$ cat src/hw/rtl/gmat_pkg.sv
package gmat_pkg;

  // configuration register map (word index taken from paddr[3:2])
  localparam int ADDR_W = 4;
  localparam logic [1:0] REG_WINDOW_LEN     = 2'd0;
  localparam logic [1:0] REG_XY_THRESHOLD   = 2'd1;
  localparam logic [1:0] REG_DIST_THRESHOLD = 2'd2;

  // register reset values
  localparam logic [4:0]  WINDOW_LEN_RST     = 5'd8;
  localparam logic [10:0] XY_THRESHOLD_RST   = 11'd40;
  localparam logic [14:0] DIST_THRESHOLD_RST = 15'd512;

  // accepted distance range, -8.0 .. 20.0 in Q8.8
  localparam logic signed [15:0] DIST_LO = -16'sd2048;
  localparam logic signed [15:0] DIST_HI = 16'sd5120;

  typedef struct packed {
    logic [4:0]  window_len;
    logic [10:0] xy_threshold;
    logic [14:0] dist_threshold;
  } cfg_t;

  typedef enum logic [2:0] {
    ST_IDLE,
    ST_CHECK,
    ST_SUM,
    ST_DIV,
    ST_EMIT
  } ctrl_state_e;

  // which result word the output register is loaded with
  typedef enum logic [1:0] {
    RES_EMPTY,
    RES_LAST,
    RES_HELD
  } res_sel_e;

  typedef struct packed {
    logic     latch_in;
    logic     clear;
    logic     gate;
    logic     sum_run;
    logic     div_start;
    logic     div_commit;
    logic     load_out;
    res_sel_e res_sel;
  } dp_cmd_t;

  typedef struct packed {
    logic is_clear;
    logic is_reject;
    logic has_history;
    logic sum_done;
    logic div_busy;
  } dp_status_t;

endpackage

$ cat src/hw/rtl/gmat_if.sv
// input word channel: one target sample or a clear command
interface gmat_in_if;
  logic               valid;
  logic               ready;
  logic               op;
  logic signed [11:0] pos_x;
  logic signed [11:0] pos_y;
  logic signed [15:0] dist_req;

  modport source (output valid, op, pos_x, pos_y, dist_req, input ready);
  modport sink (input valid, op, pos_x, pos_y, dist_req, output ready);
endinterface

// result word channel
interface gmat_out_if;
  logic               valid;
  logic               ready;
  logic signed [19:0] avg_x;
  logic signed [19:0] avg_y;
  logic signed [15:0] dist_out;
  logic               no_estimate;
  logic               held;

  modport source (output valid, avg_x, avg_y, dist_out, no_estimate, held, input ready);
  modport sink (input valid, avg_x, avg_y, dist_out, no_estimate, held, output ready);
endinterface

$ cat src/hw/rtl/gmat_div.sv
module gmat_div #(
  parameter int DW = 24,
  parameter int VW = 5
) (
  input  logic          clk_i,
  input  logic          rst_ni,
  input  logic          start_i,
  input  logic [DW-1:0] dividend_i,
  input  logic [VW-1:0] divisor_i,
  output logic          busy_o,
  output logic [DW-1:0] quotient_o
);

  localparam int CW = $clog2(DW + 1);

  logic [CW-1:0] cnt_q;
  logic          busy_q;
  logic [DW-1:0] quo_q, quo_d;
  logic [VW-1:0] rem_q, rem_d;
  logic [VW-1:0] dvs_q;
  logic [VW:0]   trial;
  logic          take;

  // one restoring step: bring down the next dividend bit
  always_comb begin
    trial = {rem_q, quo_q[DW-1]};
    take  = (trial >= {1'b0, dvs_q});
    rem_d = take ? VW'(trial - {1'b0, dvs_q}) : VW'(trial);
    quo_d = {quo_q[DW-2:0], take};
  end

  // step counter
  always_ff @(posedge clk_i or negedge rst_ni) begin
    if (!rst_ni) begin
      cnt_q  <= '0;
      busy_q <= 1'b0;
    end else if (start_i) begin
      cnt_q  <= CW'(DW);
      busy_q <= 1'b1;
    end else if (busy_q) begin
      cnt_q <= cnt_q - CW'(1);
      if (cnt_q == CW'(1)) begin
        busy_q <= 1'b0;
      end
    end
  end

  // quotient and remainder shift registers
  always_ff @(posedge clk_i) begin
    if (start_i) begin
      quo_q <= dividend_i;
      rem_q <= '0;
      dvs_q <= divisor_i;
    end else if (busy_q) begin
      quo_q <= quo_d;
      rem_q <= rem_d;
    end
  end

  assign busy_o     = busy_q;
  assign quotient_o = quo_q;

endmodule

$ cat src/hw/rtl/gmat_dp.sv
module gmat_dp #(
  parameter int MAX_WINDOW = 16
) (
  input  logic                   clk_i,
  input  logic                   rst_ni,
  input  gmat_pkg::cfg_t         cfg_i,
  input  gmat_pkg::dp_cmd_t      cmd_i,
  output gmat_pkg::dp_status_t   status_o,
  input  logic                   op_i,
  input  logic signed [11:0]     pos_x_i,
  input  logic signed [11:0]     pos_y_i,
  input  logic signed [15:0]     dist_req_i,
  output logic signed [19:0]     avg_x_o,
  output logic signed [19:0]     avg_y_o,
  output logic signed [15:0]     dist_out_o,
  output logic                   no_estimate_o,
  output logic                   held_o
);

  import gmat_pkg::*;

  localparam int PW = $clog2(MAX_WINDOW);
  localparam int FW = $clog2(MAX_WINDOW + 1);
  localparam int SW = 12 + PW;
  localparam int DW = SW + 8;

  // Q.8 to integer, truncated toward zero
  function automatic logic signed [12:0] trunc_q8(input logic signed [20:0] v);
    logic signed [20:0] s;
    s = v >>> 8;
    if (v[20] && (v[7:0] != 8'h00)) begin
      s = s + 21'sd1;
    end
    return 13'(s);
  endfunction

  // latched input word
  logic               op_q;
  logic signed [11:0] pos_x_q, pos_y_q;
  logic signed [15:0] dist_req_q;

  // history state
  logic [PW-1:0]      wp_q;
  logic [FW-1:0]      fill_q;
  logic signed [19:0] last_avg_x_q, last_avg_y_q;
  logic signed [15:0] last_dist_q;

  // ring memories and read port
  logic signed [11:0] ring_x_q [MAX_WINDOW];
  logic signed [11:0] ring_y_q [MAX_WINDOW];
  logic signed [11:0] rd_x_q, rd_y_q;
  logic [FW-1:0]      idx_q;
  logic               rd_valid_q;
  logic               rd_en;

  // accumulators and divider hookup
  logic signed [SW-1:0] sum_x_q, sum_y_q;
  logic                 neg_x_q, neg_y_q;
  logic [SW-1:0]        mag_x, mag_y;
  logic [DW-1:0]        quo_x, quo_y;
  logic                 busy_x, busy_y;

  // output register
  logic signed [19:0] avg_x_q, avg_y_q;
  logic signed [15:0] dist_out_q;
  logic               no_estimate_q, held_q;

  // window bookkeeping
  logic [FW-1:0] win, fill_clamp, fill_next;
  logic [PW-1:0] wp_eff, wp_next;

  // gating
  logic signed [20:0] thr_xy, ax, ay;
  logic signed [12:0] lo_x, hi_x, rep_x, lo_y, hi_y, rep_y, px13, py13;
  logic signed [17:0] thr_d, ld, pd18;
  logic signed [11:0] px_gated, py_gated;
  logic signed [15:0] pd_gated;

  // input latch
  always_ff @(posedge clk_i) begin
    if (cmd_i.latch_in) begin
      op_q       <= op_i;
      pos_x_q    <= pos_x_i;
      pos_y_q    <= pos_y_i;
      dist_req_q <= dist_req_i;
    end
  end

  // effective window, write position and fill level
  always_comb begin
    if (cfg_i.window_len == 5'd0) begin
      win = FW'(1);
    end else if (int'(cfg_i.window_len) > MAX_WINDOW) begin
      win = FW'(MAX_WINDOW);
    end else begin
      win = FW'(cfg_i.window_len);
    end
    fill_clamp = (fill_q > win) ? win : fill_q;
    fill_next  = (fill_clamp < win) ? fill_clamp + FW'(1) : win;
    wp_eff     = (FW'(wp_q) >= win) ? '0 : wp_q;
    wp_next    = ((FW'(wp_eff) + FW'(1)) >= win) ? '0 : wp_eff + PW'(1);
  end

  // gate x, y and distance against the last result
  always_comb begin
    thr_xy = $signed({2'b00, cfg_i.xy_threshold, 8'h00});
    ax     = 21'(last_avg_x_q);
    ay     = 21'(last_avg_y_q);
    lo_x   = trunc_q8(ax - thr_xy);
    hi_x   = trunc_q8(ax + thr_xy);
    rep_x  = trunc_q8(ax);
    lo_y   = trunc_q8(ay - thr_xy);
    hi_y   = trunc_q8(ay + thr_xy);
    rep_y  = trunc_q8(ay);
    px13   = 13'(pos_x_q);
    py13   = 13'(pos_y_q);
    thr_d  = $signed({3'b000, cfg_i.dist_threshold});
    ld     = 18'(last_dist_q);
    pd18   = 18'(dist_req_q);

    px_gated = pos_x_q;
    py_gated = pos_y_q;
    pd_gated = dist_req_q;
    if (fill_q != '0) begin
      if ((px13 < lo_x) || (px13 > hi_x)) begin
        px_gated = 12'(rep_x);
      end
      if ((py13 < lo_y) || (py13 > hi_y)) begin
        py_gated = 12'(rep_y);
      end
      if ((pd18 < (ld - thr_d)) || (pd18 > (ld + thr_d))) begin
        pd_gated = last_dist_q;
      end
    end
  end

  // history registers
  always_ff @(posedge clk_i or negedge rst_ni) begin
    if (!rst_ni) begin
      wp_q         <= '0;
      fill_q       <= '0;
      last_avg_x_q <= '0;
      last_avg_y_q <= '0;
      last_dist_q  <= '0;
    end else if (cmd_i.clear) begin
      wp_q         <= '0;
      fill_q       <= '0;
      last_avg_x_q <= '0;
      last_avg_y_q <= '0;
      last_dist_q  <= '0;
    end else if (cmd_i.gate) begin
      wp_q        <= wp_next;
      fill_q      <= fill_next;
      last_dist_q <= pd_gated;
    end else if (cmd_i.div_commit) begin
      last_avg_x_q <= neg_x_q ? -$signed(20'(quo_x)) : $signed(20'(quo_x));
      last_avg_y_q <= neg_y_q ? -$signed(20'(quo_y)) : $signed(20'(quo_y));
    end
  end

  // read address sweep over the filled entries
  assign rd_en = cmd_i.sum_run && (idx_q != fill_q);

  always_ff @(posedge clk_i or negedge rst_ni) begin
    if (!rst_ni) begin
      idx_q      <= '0;
      rd_valid_q <= 1'b0;
    end else if (cmd_i.gate) begin
      idx_q      <= '0;
      rd_valid_q <= 1'b0;
    end else if (cmd_i.sum_run) begin
      rd_valid_q <= rd_en;
      if (rd_en) begin
        idx_q <= idx_q + FW'(1);
      end
    end
  end

  // ring memories: written on gating, read one entry a cycle
  always_ff @(posedge clk_i) begin
    if (cmd_i.gate) begin
      ring_x_q[wp_eff] <= px_gated;
      ring_y_q[wp_eff] <= py_gated;
    end
    if (rd_en) begin
      rd_x_q <= ring_x_q[idx_q[PW-1:0]];
      rd_y_q <= ring_y_q[idx_q[PW-1:0]];
    end
  end

  // accumulate the window sums
  always_ff @(posedge clk_i) begin
    if (cmd_i.gate) begin
      sum_x_q <= '0;
      sum_y_q <= '0;
    end else if (cmd_i.sum_run && rd_valid_q) begin
      sum_x_q <= sum_x_q + SW'(rd_x_q);
      sum_y_q <= sum_y_q + SW'(rd_y_q);
    end
  end

  // sign and magnitude for the unsigned dividers
  assign mag_x = $unsigned(sum_x_q[SW-1] ? -sum_x_q : sum_x_q);
  assign mag_y = $unsigned(sum_y_q[SW-1] ? -sum_y_q : sum_y_q);

  always_ff @(posedge clk_i) begin
    if (cmd_i.div_start) begin
      neg_x_q <= sum_x_q[SW-1];
      neg_y_q <= sum_y_q[SW-1];
    end
  end

  gmat_div #(
    .DW (DW),
    .VW (FW)
  ) u_div_x (
    .clk_i      (clk_i),
    .rst_ni     (rst_ni),
    .start_i    (cmd_i.div_start),
    .dividend_i ({mag_x, 8'h00}),
    .divisor_i  (fill_q),
    .busy_o     (busy_x),
    .quotient_o (quo_x)
  );

  gmat_div #(
    .DW (DW),
    .VW (FW)
  ) u_div_y (
    .clk_i      (clk_i),
    .rst_ni     (rst_ni),
    .start_i    (cmd_i.div_start),
    .dividend_i ({mag_y, 8'h00}),
    .divisor_i  (fill_q),
    .busy_o     (busy_y),
    .quotient_o (quo_y)
  );

  // output register
  always_ff @(posedge clk_i) begin
    if (cmd_i.load_out) begin
      case (cmd_i.res_sel)
        RES_EMPTY: begin
          avg_x_q       <= '0;
          avg_y_q       <= '0;
          dist_out_q    <= '0;
          no_estimate_q <= 1'b1;
          held_q        <= 1'b0;
        end
        RES_HELD: begin
          avg_x_q       <= last_avg_x_q;
          avg_y_q       <= last_avg_y_q;
          dist_out_q    <= last_dist_q;
          no_estimate_q <= 1'b0;
          held_q        <= 1'b1;
        end
        default: begin
          avg_x_q       <= last_avg_x_q;
          avg_y_q       <= last_avg_y_q;
          dist_out_q    <= last_dist_q;
          no_estimate_q <= 1'b0;
          held_q        <= 1'b0;
        end
      endcase
    end
  end

  // status towards the controller
  assign status_o.is_clear    = op_q;
  assign status_o.is_reject   = (dist_req_q < DIST_LO) || (dist_req_q > DIST_HI);
  assign status_o.has_history = (fill_q != '0);
  assign status_o.sum_done    = (idx_q == fill_q) && !rd_valid_q;
  assign status_o.div_busy    = busy_x || busy_y;

  assign avg_x_o       = avg_x_q;
  assign avg_y_o       = avg_y_q;
  assign dist_out_o    = dist_out_q;
  assign no_estimate_o = no_estimate_q;
  assign held_o        = held_q;

endmodule

$ cat src/hw/rtl/gmat_ctrl.sv
module gmat_ctrl (
  input  logic                 clk_i,
  input  logic                 rst_ni,
  input  logic                 in_valid_i,
  output logic                 in_ready_o,
  output logic                 out_valid_o,
  input  logic                 out_ready_i,
  input  gmat_pkg::dp_status_t status_i,
  output gmat_pkg::dp_cmd_t    cmd_o
);

  import gmat_pkg::*;

  ctrl_state_e state_q, state_d;
  res_sel_e    sel_q, sel_d;
  logic        out_valid_q, out_valid_d;

  // state, result select and output valid registers
  always_ff @(posedge clk_i or negedge rst_ni) begin
    if (!rst_ni) begin
      state_q     <= ST_IDLE;
      sel_q       <= RES_EMPTY;
      out_valid_q <= 1'b0;
    end else begin
      state_q     <= state_d;
      sel_q       <= sel_d;
      out_valid_q <= out_valid_d;
    end
  end

  // next state and commands
  always_comb begin
    state_d     = state_q;
    sel_d       = sel_q;
    out_valid_d = out_valid_q && !out_ready_i;
    in_ready_o  = 1'b0;
    cmd_o       = '0;
    cmd_o.res_sel = sel_q;

    case (state_q)
      ST_IDLE: begin
        in_ready_o = 1'b1;
        if (in_valid_i) begin
          cmd_o.latch_in = 1'b1;
          state_d        = ST_CHECK;
        end
      end
      ST_CHECK: begin
        if (status_i.is_clear) begin
          cmd_o.clear = 1'b1;
          sel_d       = RES_EMPTY;
          state_d     = ST_EMIT;
        end else if (status_i.is_reject) begin
          sel_d   = status_i.has_history ? RES_HELD : RES_EMPTY;
          state_d = ST_EMIT;
        end else begin
          cmd_o.gate = 1'b1;
          sel_d      = RES_LAST;
          state_d    = ST_SUM;
        end
      end
      ST_SUM: begin
        cmd_o.sum_run = 1'b1;
        if (status_i.sum_done) begin
          cmd_o.div_start = 1'b1;
          state_d         = ST_DIV;
        end
      end
      ST_DIV: begin
        if (!status_i.div_busy) begin
          cmd_o.div_commit = 1'b1;
          state_d          = ST_EMIT;
        end
      end
      ST_EMIT: begin
        if (!out_valid_q || out_ready_i) begin
          cmd_o.load_out = 1'b1;
          out_valid_d    = 1'b1;
          state_d        = ST_IDLE;
        end
      end
      default: begin
        state_d = ST_IDLE;
      end
    endcase
  end

  assign out_valid_o = out_valid_q;

  // a pending result word is never overwritten
  a_no_overwrite: assert property (@(posedge clk_i) disable iff (!rst_ni)
    (cmd_o.load_out && out_valid_q) |-> out_ready_i)
    else $error("result word overwritten before it was taken");

  // a loaded result is offered in the next cycle
  a_load_valid: assert property (@(posedge clk_i) disable iff (!rst_ni)
    cmd_o.load_out |=> out_valid_o)
    else $error("loaded result not offered");

  // one word at a time
  a_one_word: assert property (@(posedge clk_i) disable iff (!rst_ni)
    (in_valid_i && in_ready_o) |=> !in_ready_o)
    else $error("second word taken while one is in work");

  // the dividers pick up a start
  a_div_start: assert property (@(posedge clk_i) disable iff (!rst_ni)
    cmd_o.div_start |=> status_i.div_busy)
    else $error("divider did not start");

endmodule

$ cat src/hw/rtl/gated_moving_average_tracker_top.sv
// Outlier-gated moving-average tracker. Each input word is a target sample
// (pos_x, pos_y, dist_req) or a clear command and yields exactly one result word.
// A sample whose distance lies outside -8.0 .. 20.0 (Q8.8) repeats the last result,
// or flags no estimate when there is no history; an accepted sample is gated
// against the last result, written into the ring, and the window mean of x and y
// (Q.8, truncated toward zero) is produced with the gated distance. Words are
// handled one at a time. A clear or a rejected sample goes from check straight to
// emit; an accepted sample is summed and then divided, the ring memory being summed
// one entry per cycle through its single read port over the fill entries averaged,
// and the bit-serial restoring dividers giving one quotient bit per cycle. The result
// sits in an output register, so the next word is taken while a result still waits.
// Registers on the APB port: window_len at 0x0, xy_threshold at 0x4, dist_threshold
// at 0x8; they are to be written only while the block is idle.
module gated_moving_average_tracker_top #(
  parameter int MAX_WINDOW = 16
) (
  input  logic                        clk_i,
  input  logic                        rst_ni,
  input  logic                        psel,
  input  logic                        penable,
  input  logic                        pwrite,
  input  logic [gmat_pkg::ADDR_W-1:0] paddr,
  input  logic [31:0]                 pwdata,
  output logic [31:0]                 prdata,
  output logic                        pready,
  gmat_in_if.sink                     in_i,
  gmat_out_if.source                  out_o
);

  import gmat_pkg::*;

  cfg_t       cfg_q;
  dp_cmd_t    cmd;
  dp_status_t status;
  logic       cfg_we;

  // configuration registers
  assign pready = 1'b1;
  assign cfg_we = psel && penable && pwrite;

  always_ff @(posedge clk_i or negedge rst_ni) begin
    if (!rst_ni) begin
      cfg_q.window_len     <= WINDOW_LEN_RST;
      cfg_q.xy_threshold   <= XY_THRESHOLD_RST;
      cfg_q.dist_threshold <= DIST_THRESHOLD_RST;
    end else if (cfg_we) begin
      case (paddr[3:2])
        REG_WINDOW_LEN:     cfg_q.window_len     <= pwdata[4:0];
        REG_XY_THRESHOLD:   cfg_q.xy_threshold   <= pwdata[10:0];
        REG_DIST_THRESHOLD: cfg_q.dist_threshold <= pwdata[14:0];
        default: begin
        end
      endcase
    end
  end

  // register read back
  always_comb begin
    case (paddr[3:2])
      REG_WINDOW_LEN:     prdata = 32'(cfg_q.window_len);
      REG_XY_THRESHOLD:   prdata = 32'(cfg_q.xy_threshold);
      REG_DIST_THRESHOLD: prdata = 32'(cfg_q.dist_threshold);
      default:            prdata = '0;
    endcase
  end

  // sequencer
  gmat_ctrl u_ctrl (
    .clk_i       (clk_i),
    .rst_ni      (rst_ni),
    .in_valid_i  (in_i.valid),
    .in_ready_o  (in_i.ready),
    .out_valid_o (out_o.valid),
    .out_ready_i (out_o.ready),
    .status_i    (status),
    .cmd_o       (cmd)
  );

  // gating, ring, sums and dividers
  gmat_dp #(
    .MAX_WINDOW (MAX_WINDOW)
  ) u_dp (
    .clk_i         (clk_i),
    .rst_ni        (rst_ni),
    .cfg_i         (cfg_q),
    .cmd_i         (cmd),
    .status_o      (status),
    .op_i          (in_i.op),
    .pos_x_i       (in_i.pos_x),
    .pos_y_i       (in_i.pos_y),
    .dist_req_i    (in_i.dist_req),
    .avg_x_o       (out_o.avg_x),
    .avg_y_o       (out_o.avg_y),
    .dist_out_o    (out_o.dist_out),
    .no_estimate_o (out_o.no_estimate),
    .held_o        (out_o.held)
  );

endmodule

$ cat src/flat_wrapper.sv
// flat-port wrapper written by rule: the top's interface ports become plain ports
module gated_moving_average_tracker_top_flat import gmat_pkg::*;
#(
  parameter int MAX_WINDOW = 16
)
  (clk_i, rst_ni, psel, penable, pwrite, paddr, pwdata, prdata, pready, in_i_valid, in_i_op, in_i_pos_x, in_i_pos_y, in_i_dist_req, in_i_ready, out_o_valid, out_o_avg_x, out_o_avg_y, out_o_dist_out, out_o_no_estimate, out_o_held, out_o_ready);
  gmat_in_if in_i_i ();
  gmat_out_if out_o_i ();
  input  logic clk_i;
  input  logic rst_ni;
  input  logic psel;
  input  logic penable;
  input  logic pwrite;
  input  logic [gmat_pkg::ADDR_W-1:0] paddr;
  input  logic [31:0] pwdata;
  output logic [31:0] prdata;
  output logic pready;
  input wire logic [$bits(in_i_i.valid)-1:0] in_i_valid;
  input wire logic [$bits(in_i_i.op)-1:0] in_i_op;
  input wire logic [$bits(in_i_i.pos_x)-1:0] in_i_pos_x;
  input wire logic [$bits(in_i_i.pos_y)-1:0] in_i_pos_y;
  input wire logic [$bits(in_i_i.dist_req)-1:0] in_i_dist_req;
  output wire logic [$bits(in_i_i.ready)-1:0] in_i_ready;
  output wire logic [$bits(out_o_i.valid)-1:0] out_o_valid;
  output wire logic [$bits(out_o_i.avg_x)-1:0] out_o_avg_x;
  output wire logic [$bits(out_o_i.avg_y)-1:0] out_o_avg_y;
  output wire logic [$bits(out_o_i.dist_out)-1:0] out_o_dist_out;
  output wire logic [$bits(out_o_i.no_estimate)-1:0] out_o_no_estimate;
  output wire logic [$bits(out_o_i.held)-1:0] out_o_held;
  input wire logic [$bits(out_o_i.ready)-1:0] out_o_ready;
  assign in_i_i.valid = in_i_valid;
  assign in_i_i.op = in_i_op;
  assign in_i_i.pos_x = in_i_pos_x;
  assign in_i_i.pos_y = in_i_pos_y;
  assign in_i_i.dist_req = in_i_dist_req;
  assign in_i_ready = in_i_i.ready;
  assign out_o_valid = out_o_i.valid;
  assign out_o_avg_x = out_o_i.avg_x;
  assign out_o_avg_y = out_o_i.avg_y;
  assign out_o_dist_out = out_o_i.dist_out;
  assign out_o_no_estimate = out_o_i.no_estimate;
  assign out_o_held = out_o_i.held;
  assign out_o_i.ready = out_o_ready;
  gated_moving_average_tracker_top #(.MAX_WINDOW(MAX_WINDOW)) u_core (.clk_i(clk_i), .rst_ni(rst_ni), .psel(psel), .penable(penable), .pwrite(pwrite), .paddr(paddr), .pwdata(pwdata), .prdata(prdata), .pready(pready), .in_i(in_i_i), .out_o(out_o_i));
endmodule
$ cat config.mk
export PLATFORM = sky130hd
export DESIGN_NAME = gated_moving_average_tracker_top_flat
export DESIGN_NICKNAME = d
export VERILOG_FILES = /design/src/hw/rtl/gmat_pkg.sv /design/src/hw/rtl/gmat_if.sv /design/src/hw/rtl/gmat_div.sv /design/src/hw/rtl/gmat_dp.sv /design/src/hw/rtl/gmat_ctrl.sv /design/src/hw/rtl/gated_moving_average_tracker_top.sv /design/src/flat_wrapper.sv
export SDC_FILE = /design/constraint.sdc
export NUM_CORES = 1
export LEC_CHECK = 0
export ABC_AREA = 1
export BUFFER_PORTS_ARGS = -buffer_cell sky130_fd_sc_hd__buf_2
export CELL_PAD_IN_SITES_DETAIL_PLACEMENT = 0
export CELL_PAD_IN_SITES_GLOBAL_PLACEMENT = 1
export CORE_ASPECT_RATIO = 1.2
export CORE_MARGIN = 2
export CORE_UTILIZATION = 49
export DETAILED_ROUTE_END_ITERATION = 6
export MAX_ROUTING_LAYER = met4
export PLACE_DENSITY = 0.87
export SYNTH_ARGS = -nofsm -noshare
export SYNTH_HDL_FRONTEND = slang
export SYNTH_SLANG_ARGS = --single-unit
export TNS_END_PERCENT = 10
$ cat constraint.sdc
create_clock -name clk_i -period 5.7 [get_ports clk_i]
set_input_delay 1.14 -clock clk_i [delete_from_list [all_inputs] [get_ports clk_i]]
set_output_delay 1.14 -clock clk_i [all_outputs]
set_load 0.02 [all_outputs]
# Word-level counts from Yosys, hierarchy flattened
# Memories as Yosys holds them, arrays and structs flattened. A register that Yosys moved wholly into a read port is not among the register bits.
# Cells that the tools add are included.
# W data, S select, Z words.
# totals
regBits,316
ram_bits,384
inputBits,84
output_inout_bits,93
elab_cells,227
mem_count,2
# classes
addsub,26
magnitude_cmp,15
n_eq_ne,17
n_mux,85
n_reduce_logical,45
# memory_table
name,words,width,rd,rd_ports_with_merged_regs,wr,line,source
u_core.u_dp.ring_x_q,16,12,1,1,1,gmat_dp.sv:49,logic signed [11:0] ring_x_q [MAX_WINDOW];
u_core.u_dp.ring_y_q,16,12,1,1,1,gmat_dp.sv:50,logic signed [11:0] ring_y_q [MAX_WINDOW];
# op_table
op,n
$mux W20,8
$mux W16,6
$mux W24,4
$mux W5,15
$mux W12,6
$add A13 B2 Y13 const B,4
$mux W13,4
$reduce_bool A8 Y1,6
$pmux W15 S3,1
$add A20 B20 Y21,2
$sub A20 B20 Y21,2
$neg A20 Y20,2
$add A16 B12 Y16,2
$neg A16 Y16,2
$gt A12 B13 Y1,2
$lt A12 B13 Y1,2
$mux W1,25
$add A12 B2 Y12 const B,2
$mux W3,6
$add A16 B16 Y17,1
$gt A16 B17 Y1,1
$lt A16 B17 Y1,1
$sub A16 B16 Y17,1
$gt A16 B14 Y1 const B,1
36 further kinds,82

# Logic depth before layout (Yosys ltp)
# logic_depth
word_depth,10
ltp_mapped,33
ltp_nobuf,33

# Hierarchy
# Synthesis repeated with hierarchy kept, for this count alone.
# unflattened
cells_unflattened,4135
area_unflattened_um2,39440.3
# by_module_without_submodules
module,n_inst,cells_each,area_each_um2,seq_area_each_um2
gmat_dp,1,3451,33540.9,17702.0
gmat_div,2,208,1966.9,1121.1
gated_moving_average_tracker_top,1,214,1585.3,780.7
gmat_ctrl,1,54,380.4,150.1

# Worst setup path before layout
# No wires, ideal clock.
# synth_timing
kind,register to register
from,register u_core.cfg_q[15] (netlist bit)
to,"memory u_core.u_dp.ring_x_q[0][11], data pin"
setup_time_ps,330
arrival_ps,4228
required_time_ps,5370
setup_slack_ps,1141
path_stages_with_launch,32
period_less_slack_ps,4559
cell_sequence,dfrtp_1 -> ha_1 -> inv_1 -> fa_1 -> nor2_1 -> nor2_1 -> nor2_1 -> nor2_2 -> o21ai_1 -> nand2_1 -> nand2_1 -> a21oi_1 -> inv_1 -> nand2_1 -> nand2_1 -> inv_1 -> nand2_2 -> inv_2 -> nand2_1 -> xor2_1 -> ha_1 -> a21oi_1 -> o21ai_0 -> a21oi_1 -> nor2_1 -> o21ai_0 -> nand2_1 -> xnor2_1 -> nand2_1 -> nand3_4 -> nand2_4 -> o21ai_0
# synth_via
elab_chain_len,7
# synth_rtl
element,line,source
"start, declared",gated_moving_average_tracker_top.sv:32,cfg_t cfg_q;
$sub A20 B20 Y21 / $add A20 B20 Y21 (equally long branches),"gmat_dp.sv:109, gmat_dp.sv:110",
$add A13 B2 Y13 / $logic_and A1 B1 Y1 (equally long branches),"gmat_dp.sv:32, gmat_dp.sv:31",
$mux W13,gmat_dp.sv:31,if (v[20] && (v[7:0] != 8'h00)) begin
$lt A12 B13 Y1 / $gt A12 B13 Y1 (equally long branches),gmat_dp.sv:125,if ((px13 < lo_x) || (px13 > hi_x)) begin
$logic_or A1 B1 Y1 *,gmat_dp.sv:125,
$mux W12 *,gmat_dp.sv:125,
$mux W12 *,gmat_dp.sv:124,if (fill_q != '0) begin
named net u_core.u_dp.px_gated[11],gmat_dp.sv:76,"logic signed [11:0] px_gated, py_gated;"
"end, declared",gmat_dp.sv:49,
# The timed path passes the listed nets; every way through them passes the cells marked *.

# Final worst setup path
# layout_timing
from,register u_core.cfg_q[15] (netlist bit)
to,"memory u_core.u_dp.ring_x_q[7][0], data pin"
# The elaborated chain is that of the path after synthesis.

==> results.yml <==
run_status:
  status: "finished, final reports clean"
yosys:
  synth_cells: 3939
  ys_seq_elements: 724
  async_reset_ff_frac: 0.166
  ys_types: 70
  synth_top_family_by_area: "simple AND/OR/NAND/NOR gates"
  synth_common_cells: "546 x edfxtp_1, 523 x nand2_1, 440 x nor2_1"
  synth.cell_area_um2: 38600
  synthAdderAreaFrac: 0.0814
  ys_warn_count: 0
  muxShareOfSynthArea: 0.00107
  syn_avg_cell_area_um2: 9.80
  yosysTopAreaCellShare: 0.425
  synth_most_common_cell: "edfxtp_1"
  yosys.area_share.simple: 0.146
  yosys-top-cells-area: "edfxtp_1 42%, ha_1 7.6%, dfrtp_1 7.5%"
  yosysTopAreaCell: "edfxtp_1"
  ys.flop_type: "edfxtp_1"
  synth.yosys.seq_area_share: 0.533
  synth_edf_count: 546
  synth_xor_xnor_area_share: 0.0422
  synth-compound-area-share: 0.133
clocking:
  clock-root-buffer: "clkbuf_16"
  cts_resized: 0
  clk_pin_slew_worst_paths_ns: 0.06
  cts_sinks: 724
  cts_max_path_buffers: 3
  cts-htree-levels: 3
  postCtsSetupBuffers: 0
  ctsHoldBuffers: 0
  cts_buffers: 73
  cts_tree: "yes"
  clk_latency_ns: 0.64
global_route:
  grt_usage: 0.260
  grt_pass1_vias: 27674
  grt_overflow: 0
  grt_antenna_before_repair: 1
  grt_start_max_net_pins: 195
  grt_pass1_wl_mm: 158
critical_path:
  path_class: "flip-flop to flip-flop"
  critPathBufInv: 4
  reg2reg_from: "u_core.cfg_q[15]"
  cp-end-kind: "flip-flop"
  worst-path-max-fanout: 19
  r2r_cells: 31
  cp_slowest_cell: "o21ai_2"
  critPathArrivalTime_ns: 5.58
  worst_setup_path_start_kind: "flip-flop"
  ff2ff_setup_slack_ns: 0.45
  slowest_delay_ns: 0.67
  crit_end: "u_core.u_dp.ring_x_q[7][0]"
  startpoint: "u_core.cfg_q[15]"
  path_depth: 31
  critPathTopFamily: "simple AND/OR/NAND/NOR gates"
  path_common_cell: "nand2_1"
  worst-endpoint-required_ns: 6.03
  r2r-end: "u_core.u_dp.ring_x_q[7][0]"
placed_design:
  dp_slack_ns: 0.515
  place.gp.congestion: 0.923
  dpl-instance-area_um2: 40300
  hpwl_mm: 69.6
  io_buffers: 139
  dp.cells: 4989
sta:
  fin_tns_setup_ns: 0
  timing.final.ws_setup_ns: 0.451
  max_freq_mhz: 191
  final_max_slew_viol_count: 0
  relSlewSlack: 0.281
  timing.final.crit_share: 0.921
  rsz0062_at_grt: "no"
  setup-violations-final: 0
  finalHoldViolations: 0
  finalCriticalPeriod_ns: 5.25
  worstMarginPinSlew_ns: 1.08
  skew_ns: 0.0371
route:
  postRouteAntennaNets: 0
  drc: 0
  wirelength_mm: 102
  firstDrtPassIters: 6
  routedWlPerCell_um: 20.0
  avgViaCountPerCell: 5.60
  vias: 28700
  drt_iter0_markers: 2838
job:
  max_cap_viol_count: 0
power:
  p_per_area_nw_per_um2: 525
  ir_drop_v: 0.000294
  p_leak_nw: 17.4
floorplan:
  initial_core_util: 0.495
  rows: 112
  die_w_um: 260
  boundaryPins: 177
  die_h_um: 311
  die_area_um2: 81000
  core_area_um2: 77900
cells_and_area:
  layout.nets: 4367
  finalNonFillerCells: 5122
  nFillCells: 6826
  fin_area_um2: 42600
  area_growth_pct: 10.4
  antenna_cells: 0
  layout-drive-gt1-share: 0.104
  finish.utilization: 0.547
worst_hold_path:
  hp-class: "flip-flop to flip-flop"
report_power, final:
part           internal (mW)  leakage [nW]  switching, mW
clock                   2.64          1.13           2.08
combinational           2.99          9.24           6.52
sequential              7.35          7.02          0.758
per-stage QoR:
step | power, mW | hold slack, ns
floorplan | 15.0 | 0.406
global placement | 17.4 | 0.449
detailed placement | 17.6 | 0.453
CTS | 22.4 | 0.469
global route | 23.9 | 0.484
finish | 22.3 | 0.475
cell usage in the layout, fill, tap and decap left out, types with 43 or more instances in the layout:
cell type / Yosys / final
edfxtp_1: 546 / 546
nand2_1: 523 / 523
nor2_1: 440 / 422
inv_1: 409 / 408
o21ai_0: 401 / 401
ha_1: 235 / 235
a21oi_1: 182 / 181
xor2_1: 146 / 146
buf_2: 17 / 138
nand3_1: 136 / 136
o22ai_1: 131 / 131
dfrtp_1: 116 / 114
clkbuf_16: 0 / 75
nor3_1: 63 / 62
dfxtp_1: 58 / 58
o221ai_1: 43 / 43
cells by family after synthesis:
logic type | Yosys count
mux | 4
xor+xnor | 186
flops | 724
other cells | 2
simple gates | 1291
compound gates | 888
fa+ha+maj | 245
buf+inv | 599
layer usage:
metal | up-vias | global-route usage | part of all wire
met4 | 0 | 0.0962 | 0.035
met1 | 13816 | 0.322 | 0.41
met5 | - | - | 0
li1 | 13846 | - | -
met2 | 838 | 0.439 | 0.50
met3 | 200 | 0.0265 | 0.052
final cells by class:
class,count,area (um^2),area share
tap,1026,1280,0.0301
clock inverter,43,374,0.00879
inverter,424,1600,0.0377
clock buffer,90,1950,0.0459
timing repair buffer,183,1080,0.0254
multi-input combinational,2632,15700,0.369
sequential,724,20600,0.483
worst register-to-register path: cells and delay by family, from the launching register on:
family,cells,cell delay (ns)
simple gates,15,1.49
buf+inv,4,0.27
xor+xnor,2,0.30
fa+ha+maj,3,0.90
compound gates,7,1.46
flops,1,0.53
registers in the layout, summed over array words and instances, names as in the netlist, 16 cells and up:
register,flops
u_core.cfg_q,31
u_core.u_dp.avg_x_o,20
u_core.u_dp.avg_y_o,20
u_core.u_dp.dist_out_o,16
u_core.u_dp.dist_req_q,16
u_core.u_dp.last_avg_x_q,20
u_core.u_dp.last_avg_y_q,20
u_core.u_dp.last_dist_q,16
u_core.u_dp.ring_x_q,192
u_core.u_dp.ring_y_q,192
u_core.u_dp.sum_x_q,16
u_core.u_dp.sum_y_q,16
u_core.u_dp.u_div_x.quotient_o,24
u_core.u_dp.u_div_y.quotient_o,24
worst min-delay path by stage:
stage	endpoint	startpoint	slack, ns	cells after the start
2_1_floorplan	u_core.u_dp.neg_x_q	u_core.u_dp.sum_x_q[15]	0.41	0
3_3_place_gp	u_core.u_dp.u_div_y.quotient_o[0]	u_core.u_dp.u_div_y.quotient_o[0]	0.45	2
3_5_place_dp	u_core.u_dp.u_div_x.quotient_o[0]	u_core.u_dp.u_div_x.quotient_o[0]	0.45	2
4_1_cts	u_core.u_dp.u_div_x.quotient_o[0]	u_core.u_dp.u_div_x.quotient_o[0]	0.47	2
5_1_grt	u_core.u_dp.u_div_y.quotient_o[0]	u_core.u_dp.u_div_y.quotient_o[0]	0.48	2
6_report	u_core.u_dp.u_div_y.quotient_o[0]	u_core.u_dp.u_div_y.quotient_o[0]	0.48	2
(Power assumes the default switching activity.)
